### src/rtl/tcw_pkg.sv
package tcw_pkg;

  localparam int COLUMNS = 80;
  localparam int ROWS    = 25;
  localparam int CELLS   = ROWS * COLUMNS;

  localparam int ADDR_W = $clog2(CELLS);
  localparam int ROW_W  = $clog2(ROWS);
  localparam int COL_W  = $clog2(COLUMNS);

  localparam int CMD_W   = 3;
  localparam int CHAR_W  = 8;
  localparam int COLOR_W = 4;
  localparam int RROW_W  = 5;
  localparam int RCOL_W  = 7;
  localparam int ATTR_W  = 8;
  localparam int CELL_W  = 16;
  localparam int OROW_W  = 5;
  localparam int OCOL_W  = 7;

  localparam logic [ADDR_W-1:0] LAST_CELL  = ADDR_W'(CELLS - 1);
  localparam logic [ADDR_W-1:0] LAST_COPY  = ADDR_W'((ROWS - 1) * COLUMNS - 1);
  localparam logic [ROW_W-1:0]  LAST_ROW   = ROW_W'(ROWS - 1);
  localparam logic [COL_W-1:0]  LAST_COL   = COL_W'(COLUMNS - 1);

  localparam logic [CHAR_W-1:0] BLANK_CHAR   = 8'h20;
  localparam logic [CHAR_W-1:0] NEWLINE_CHAR = 8'h0a;
  localparam logic [ATTR_W-1:0] RESET_ATTR   = 8'h07;

  typedef enum logic [CMD_W-1:0] {
    CMD_PUT_CHAR  = 3'd0,
    CMD_CLEAR     = 3'd1,
    CMD_FILL      = 3'd2,
    CMD_SET_COLOR = 3'd3,
    CMD_READ_CELL = 3'd4
  } cmd_e;

  typedef enum logic [1:0] {
    WR_BLANK = 2'd0,
    WR_CHAR  = 2'd1,
    WR_COPY  = 2'd2
  } wr_sel_e;

  typedef struct packed {
    logic    load_in;
    logic    cnt_clr;
    logic    cnt_inc;
    logic    mem_we;
    wr_sel_e wr_sel;
    logic    wr_at_cursor;
    logic    mem_re;
    logic    rd_cell;
    logic    cur_home;
    logic    cur_step;
    logic    attr_load;
    logic    scr_set;
    logic    cell_load;
  } dp_cmd_t;

  typedef struct packed {
    logic [CMD_W-1:0] cmd;
    logic             is_newline;
    logic             scroll_needed;
    logic             cnt_is_last;
    logic             cnt_is_copy_last;
  } dp_status_t;

  typedef struct packed {
    logic [OROW_W-1:0] cursor_row;
    logic [OCOL_W-1:0] cursor_col;
    logic [CELL_W-1:0] cell_value;
    logic              scrolled;
  } result_t;

endpackage

### src/rtl/tcw_ctrl.sv
module tcw_ctrl (
  input  logic                clk_i,
  input  logic                rst_ni,
  input  logic                in_valid_i,
  output logic                in_ready_o,
  input  logic                out_free_i,
  output logic                out_load_o,
  input  tcw_pkg::dp_status_t status_i,
  output tcw_pkg::dp_cmd_t    cmd_o
);
  import tcw_pkg::*;

  typedef enum logic [8:0] {
    ST_INIT     = 9'b000000001,
    ST_IDLE     = 9'b000000010,
    ST_DISPATCH = 9'b000000100,
    ST_FILL     = 9'b000001000,
    ST_SCR_RD   = 9'b000010000,
    ST_SCR_WR   = 9'b000100000,
    ST_BLANK    = 9'b001000000,
    ST_READ     = 9'b010000000,
    ST_DONE     = 9'b100000000
  } state_e;

  state_e state_q, state_d;

  always_comb begin
    state_d    = state_q;
    cmd_o      = '0;
    cmd_o.wr_sel = WR_BLANK;
    in_ready_o = 1'b0;
    out_load_o = 1'b0;
    case (state_q)
      ST_INIT: begin
        cmd_o.mem_we  = 1'b1;
        cmd_o.cnt_inc = 1'b1;
        if (status_i.cnt_is_last) begin
          state_d = ST_IDLE;
        end
      end
      ST_IDLE: begin
        in_ready_o = 1'b1;
        if (in_valid_i) begin
          cmd_o.load_in = 1'b1;
          state_d       = ST_DISPATCH;
        end
      end
      ST_DISPATCH: begin
        state_d = ST_DONE;
        case (status_i.cmd)
          CMD_PUT_CHAR: begin
            cmd_o.cur_step = 1'b1;
            if (!status_i.is_newline) begin
              cmd_o.mem_we       = 1'b1;
              cmd_o.wr_sel       = WR_CHAR;
              cmd_o.wr_at_cursor = 1'b1;
            end
            if (status_i.scroll_needed) begin
              cmd_o.scr_set = 1'b1;
              cmd_o.cnt_clr = 1'b1;
              state_d       = ST_SCR_RD;
            end
          end
          CMD_CLEAR: begin
            cmd_o.cur_home = 1'b1;
            cmd_o.cnt_clr  = 1'b1;
            state_d        = ST_FILL;
          end
          CMD_FILL: begin
            cmd_o.attr_load = 1'b1;
            cmd_o.cur_home  = 1'b1;
            cmd_o.cnt_clr   = 1'b1;
            state_d         = ST_FILL;
          end
          CMD_SET_COLOR: begin
            cmd_o.attr_load = 1'b1;
          end
          CMD_READ_CELL: begin
            cmd_o.mem_re  = 1'b1;
            cmd_o.rd_cell = 1'b1;
            state_d       = ST_READ;
          end
          default: begin
            state_d = ST_DONE;
          end
        endcase
      end
      ST_FILL: begin
        cmd_o.mem_we  = 1'b1;
        cmd_o.wr_sel  = (status_i.cmd == CMD_FILL) ? WR_CHAR : WR_BLANK;
        cmd_o.cnt_inc = 1'b1;
        if (status_i.cnt_is_last) begin
          state_d = ST_DONE;
        end
      end
      ST_SCR_RD: begin
        cmd_o.mem_re = 1'b1;
        state_d      = ST_SCR_WR;
      end
      ST_SCR_WR: begin
        cmd_o.mem_we  = 1'b1;
        cmd_o.wr_sel  = WR_COPY;
        cmd_o.cnt_inc = 1'b1;
        state_d       = status_i.cnt_is_copy_last ? ST_BLANK : ST_SCR_RD;
      end
      ST_BLANK: begin
        cmd_o.mem_we  = 1'b1;
        cmd_o.cnt_inc = 1'b1;
        if (status_i.cnt_is_last) begin
          state_d = ST_DONE;
        end
      end
      ST_READ: begin
        cmd_o.cell_load = 1'b1;
        state_d         = ST_DONE;
      end
      ST_DONE: begin
        if (out_free_i) begin
          out_load_o = 1'b1;
          state_d    = ST_IDLE;
        end
      end
      default: begin
        state_d = ST_IDLE;
      end
    endcase
  end

  always_ff @(posedge clk_i or negedge rst_ni) begin
    if (!rst_ni) begin
      state_q <= ST_INIT;
    end else begin
      state_q <= state_d;
    end
  end

endmodule

### config.mk
export PLATFORM = sky130hd
export DESIGN_NAME = tcw_ctrl
export DESIGN_NICKNAME = d
export VERILOG_FILES = /design/src/rtl/tcw_pkg.sv /design/src/rtl/tcw_ctrl.sv
export SDC_FILE = /design/constraint.sdc
export NUM_CORES = 1
export LEC_CHECK = 0
export BUFFER_PORTS_ARGS = -buffer_cell sky130_fd_sc_hd__buf_4
export CORE_MARGIN = 3
export CORE_UTILIZATION = 45
export DETAILED_ROUTE_END_ITERATION = 6
export PLACE_DENSITY = 0.76
export RECOVER_POWER = 100
export SLEW_MARGIN = 0
export SYNTH_ARGS = -nofsm -noshare
export SYNTH_HDL_FRONTEND = slang
export SYNTH_SLANG_ARGS = --single-unit
### constraint.sdc
create_clock -name clk_i -period 4.1 [get_ports clk_i]
set_input_delay 1.025 -clock clk_i [delete_from_list [all_inputs] [get_ports clk_i]]
set_output_delay 1.025 -clock clk_i [all_outputs]
set_load 0.02 [all_outputs]
* Yosys cells after proc, flatten, opt, wreduce, memory -nomap -nowiden
Cells that the tools add are included.
** Storage, ports and cells
- Word-level logic and storage cells :: 55
- Input port bits :: 11
- Flip-flop bits (word level) :: 9
- Output and inout port bits :: 16
** Operators by class
- Mux-type cells :: 31
- Reductions and logical operators :: 6
- Equality and inequality tests :: 17
** Operator list (count)
- 9-bit one-hot mux with 8 select lines :: 1
- 9-bit 2-to-1 mux :: 5
- 9-bit one-hot mux with 3 select lines :: 1
- 1-bit 2-to-1 mux :: 15
- 9-bit by 1-bit equality test with 1-bit output (second input constant) :: 1
- 9-bit by 2-bit equality test with 1-bit output (second input constant) :: 1
- 9-bit by 3-bit equality test with 1-bit output (second input constant) :: 1
- 9-bit by 4-bit equality test with 1-bit output (second input constant) :: 1
- 9-bit by 5-bit equality test with 1-bit output (second input constant) :: 1
- 9-bit by 6-bit equality test with 1-bit output (second input constant) :: 1
- 9-bit by 7-bit equality test with 1-bit output (second input constant) :: 1
- 9-bit by 8-bit equality test with 1-bit output (second input constant) :: 1
- 9-bit equality test (second input constant) :: 1
- 4-bit 2-to-1 mux :: 2
- 7-bit 2-to-1 mux :: 1
- 3-bit by 2-bit equality test with 1-bit output (second input constant) :: 2
- 2-bit inequality test (second input constant) :: 3
- 1-bit one-hot mux with 2 select lines :: 3
- 2-bit one-hot mux with 3 select lines :: 1
- 2-bit OR reduction :: 3
- 5-bit 2-to-1 mux :: 1
- 4-bit AND reduction :: 1
- 4-bit OR reduction :: 1
- 3-bit by 1-bit equality test with 1-bit output (second input constant) :: 1
- 4 further kinds :: 4

* Longest topological paths before layout
- Word-level depth :: 4
- Gate-level depth with buffers :: 6
- Gate-level depth less buffers :: 5

* Least setup slack after synthesis
No wires, ideal clock.
- Path type :: input to output
- Start point :: input port status_i[5] in the netlist's numbering
- End point :: output port cmd_o[8] in the netlist's numbering
- Data required time :: 3.075 ns
- Cell stages on the path :: 3
- Slack :: 0.951 ns
- Arrival time :: 2.124 ns
- Buffers on the path :: 1
- Cells stage by stage :: clkbuf_1 -> a22oi_1 -> nor4_1
** RTL lines
- start, declared :: RTL line tcw_ctrl.sv:8 : input tcw_pkg::dp_status_t status_i,
- end, declared :: RTL line tcw_ctrl.sv:9 : output tcw_pkg::dp_cmd_t cmd_o

==> results.md <==
* Die X at ~45 um
* RSZ-0062 raised after global routing: false
* Vias in the first global route at 647
* Initial antenna violation count at 0
* Ratio of final minimum period to clock period at between 70% and 80%
* Register area at 226 um^2
* Num Clock Sinks at 9
* Detailed Route WL at 1630 um
* DR WL/cell at ~14 um
* TritonCTS Buffers at 3
* Synth Cell Area at roughly 680 um^2
* First-pass GRT wire length at approximately 2700 um
* Number of enable flip-flop cells after synthesis at 0
* # resized after CTS at 0
* Core Footprint at 1370 um^2
* Fin Setup TNS at 0 ns
* CP Class: register to output port
* Peak Freq at between 300 and 400 MHz
* Buffers on Ports at 26
* CP max FO at 5
* Fraction of registers with async set/reset at 100%
* Clock Skews at roughly 0.0086 ns
* IO Count at 27
* Routed vias at around 650
* Die Height at 44.9 um
* Top flop regs: state_q x9
* Worst-Margin Slew at between 0.7 and 0.8 ns
* Post-DP HPWL at approximately 1300 um
* Worst Hold Class: register to register
* Row count at 13
* Most flops, register: state_q
* NumNets Final at 110
* Gr usage total at 18.0%
* Drt drc at 0
* Setup violations, final at 0
* CTS tree: yes
* Worst Hold Depth at 1
* Initial Util at 49.9%
* Max reg flops at 9
* Required time worst endpoint at 3.07 ns
* GP Congestion at around 0.79
* DR vias/cell at between 5 and 6
* Cell Pwr Density at 459 nW/um^2
* Largest net degree at the start of global routing at 12
* Final non-filler cell total at ~110
* Clock power frac at between 10% and 20%
* Setup Fix Bufs, Post-CTS at 0
* Ant diodes at 0
* Critical Path End Type: output port
* Worst EP arrival at ~2.2 ns
* Max-Cap Viols at 0
* Worst slack, placed at 1.13 ns
* Slowest-stage cell, CP: nor4_1
* H-tree lvl count at 1
* Sw Share at roughly 42%
* CTS Hold Buffers Added at 0
* Synth warn at 0
* Clock buffer depth at 2
* Root buffer cell: clkbuf_4
* Max Slew Vio Count at 0
* Outcome: finished clean
* Critical Path Max Stage Delay at 0.66 ns
* Leak at 0.000404 uW
* Commonest non-fill, non-tap cell in the layout: buf_4
* Footprint of the multi-input gates at roughly 370 um^2
* Worst vdd ir at between 0.2 and 0.3 mV
* Synthesized instance count at 71
* Clk slew on worst S/H paths at 0.06 ns
* Cells after DPL at about 110
* First DRT Iteration DRCs at 8
* CP cell instances: nor4_1 > and4b_1 > nor2_1 > nand3b_1 > clkbuf_1
* DRT Pass-1 Iters at 4
* Commonest cells after routing, fill and taps aside: buf_4, clkbuf_1, dfrtp_1
* Synthesis-to-layout area growth at 20.0%
* Ys flop type: dfrtp_1
* Syn_nets at 82
* Critical Path Start Type: register
* Max-slew headroom at around 52%
* Combinational Power Share at about 50%
* R2R depth at 4
* P_sw at ~160 uW
* Die Area at a little over 2000 um^2
* Power share of the sequential group at between 30% and 40%
* Layout cells sized above 1 at between 20% and 30%
* Seq cells post-synth at 9
* Min Tclk post-route at about 3.2 ns
* Post-route setup slack at between 0.9 and 1 ns
* Post-synth cell types at 35
* Fillers at between 100 and 150
* Cell-internal power at 218 uW
* Post-DRT Antenna Nets at 0
* Syn Area/Cell at 9.60 um^2
* Sequential area share after synthesis at 33.2%
* Fin. Hold Viols at 0
* Insertion delay to the later sink of the worst-skew pair at between 0.2 and 0.3 ns
* Global route overflow at 0
## power by group through the flow
stage	combinational [uW]	sequential (uW)	clock, uW
6_report	186	122	67.1
3_5_place_dp	218	125	0
5_1_grt	210	124	73.9
2_1_floorplan	156	120	0
3_3_place_gp	214	124	0
4_1_cts	219	124	69.0
## worst max-delay path: cells and delay by family (launching register included)
| kind | cells | cell delay [ns] |
|---|---|---|
| DFF | 1 | 0.41 |
| and+or+nand+nor | 4 | 1.23 |
| buffers and inverters | 1 | 0.23 |
## logic make-up (layout without fill, tap and decap cells)
group,after synthesis,after routing,share of synthesized area [%]
buf+inv,8,35,4.40
xor+xnor,1,1,1.28
compound gates,11,11,14.1
simple gates,41,41,45.5
flops,9,9,33.2
mux,1,1,1.47
## cell type report
cell class / instances / area share (%)
clock buffers: 4 / 3.21
inverters: 5 / 2.29
multi-input cells: 54 / 44.8
flip-flops and latches: 9 / 27.7
well taps: 15 / 2.29
repair buffers: 26 / 19.7
## cells in the mapped netlist (all sizes together) (2+ instances only)
master | instances | area (um^2)
dfrtp | 8 | 200
nor3 | 7 | 40.0
nor2 | 6 | 22.5
inv | 5 | 18.8
nand4b | 5 | 56.3
nor4 | 4 | 52.6
and2 | 3 | 18.8
and4b | 3 | 30.0
clkbuf | 3 | 11.3
nand2 | 3 | 11.3
nand3 | 3 | 20.0
a21o | 2 | 15.0
nor2b | 2 | 12.5
nor4b | 2 | 23.8
o22ai | 2 | 12.5
## worst paths after layout
kind / start / to / slack (ns)
min in group asynchronous: rst_ni / state_q[2] / 0.69
hold reg to reg: state_q[0] / state_q[0] / 0.52
max in group asynchronous: rst_ni / state_q[0] / 3.06
setup / recovery: state_q[1] / cmd_o[10] / 0.93
setup reg to reg: state_q[1] / state_q[8] / 1.92
hold / removal: state_q[0] / state_q[0] / 0.52
## metal layers
layer,global-route usage [%],part of all wire (%),vias up
met2,31.1,51,11
met1,21.2,44,315
met4,4.68,0.37,0
met3,5.98,5.3,2
met5,0,0,-
li1,-,-,323
## per-stage QoR
stage	util [%]	hold slack, ns	power [uW]	area, um^2
floorplan	-	0.499	276	682
global placement	64.7	0.508	338	885
detailed placement	64.7	0.514	343	885
CTS	66.7	0.525	412	911
global route	59.9	0.531	408	818
finish	59.9	0.520	375	818
Note: power is estimated with default switching activity, not from simulation.
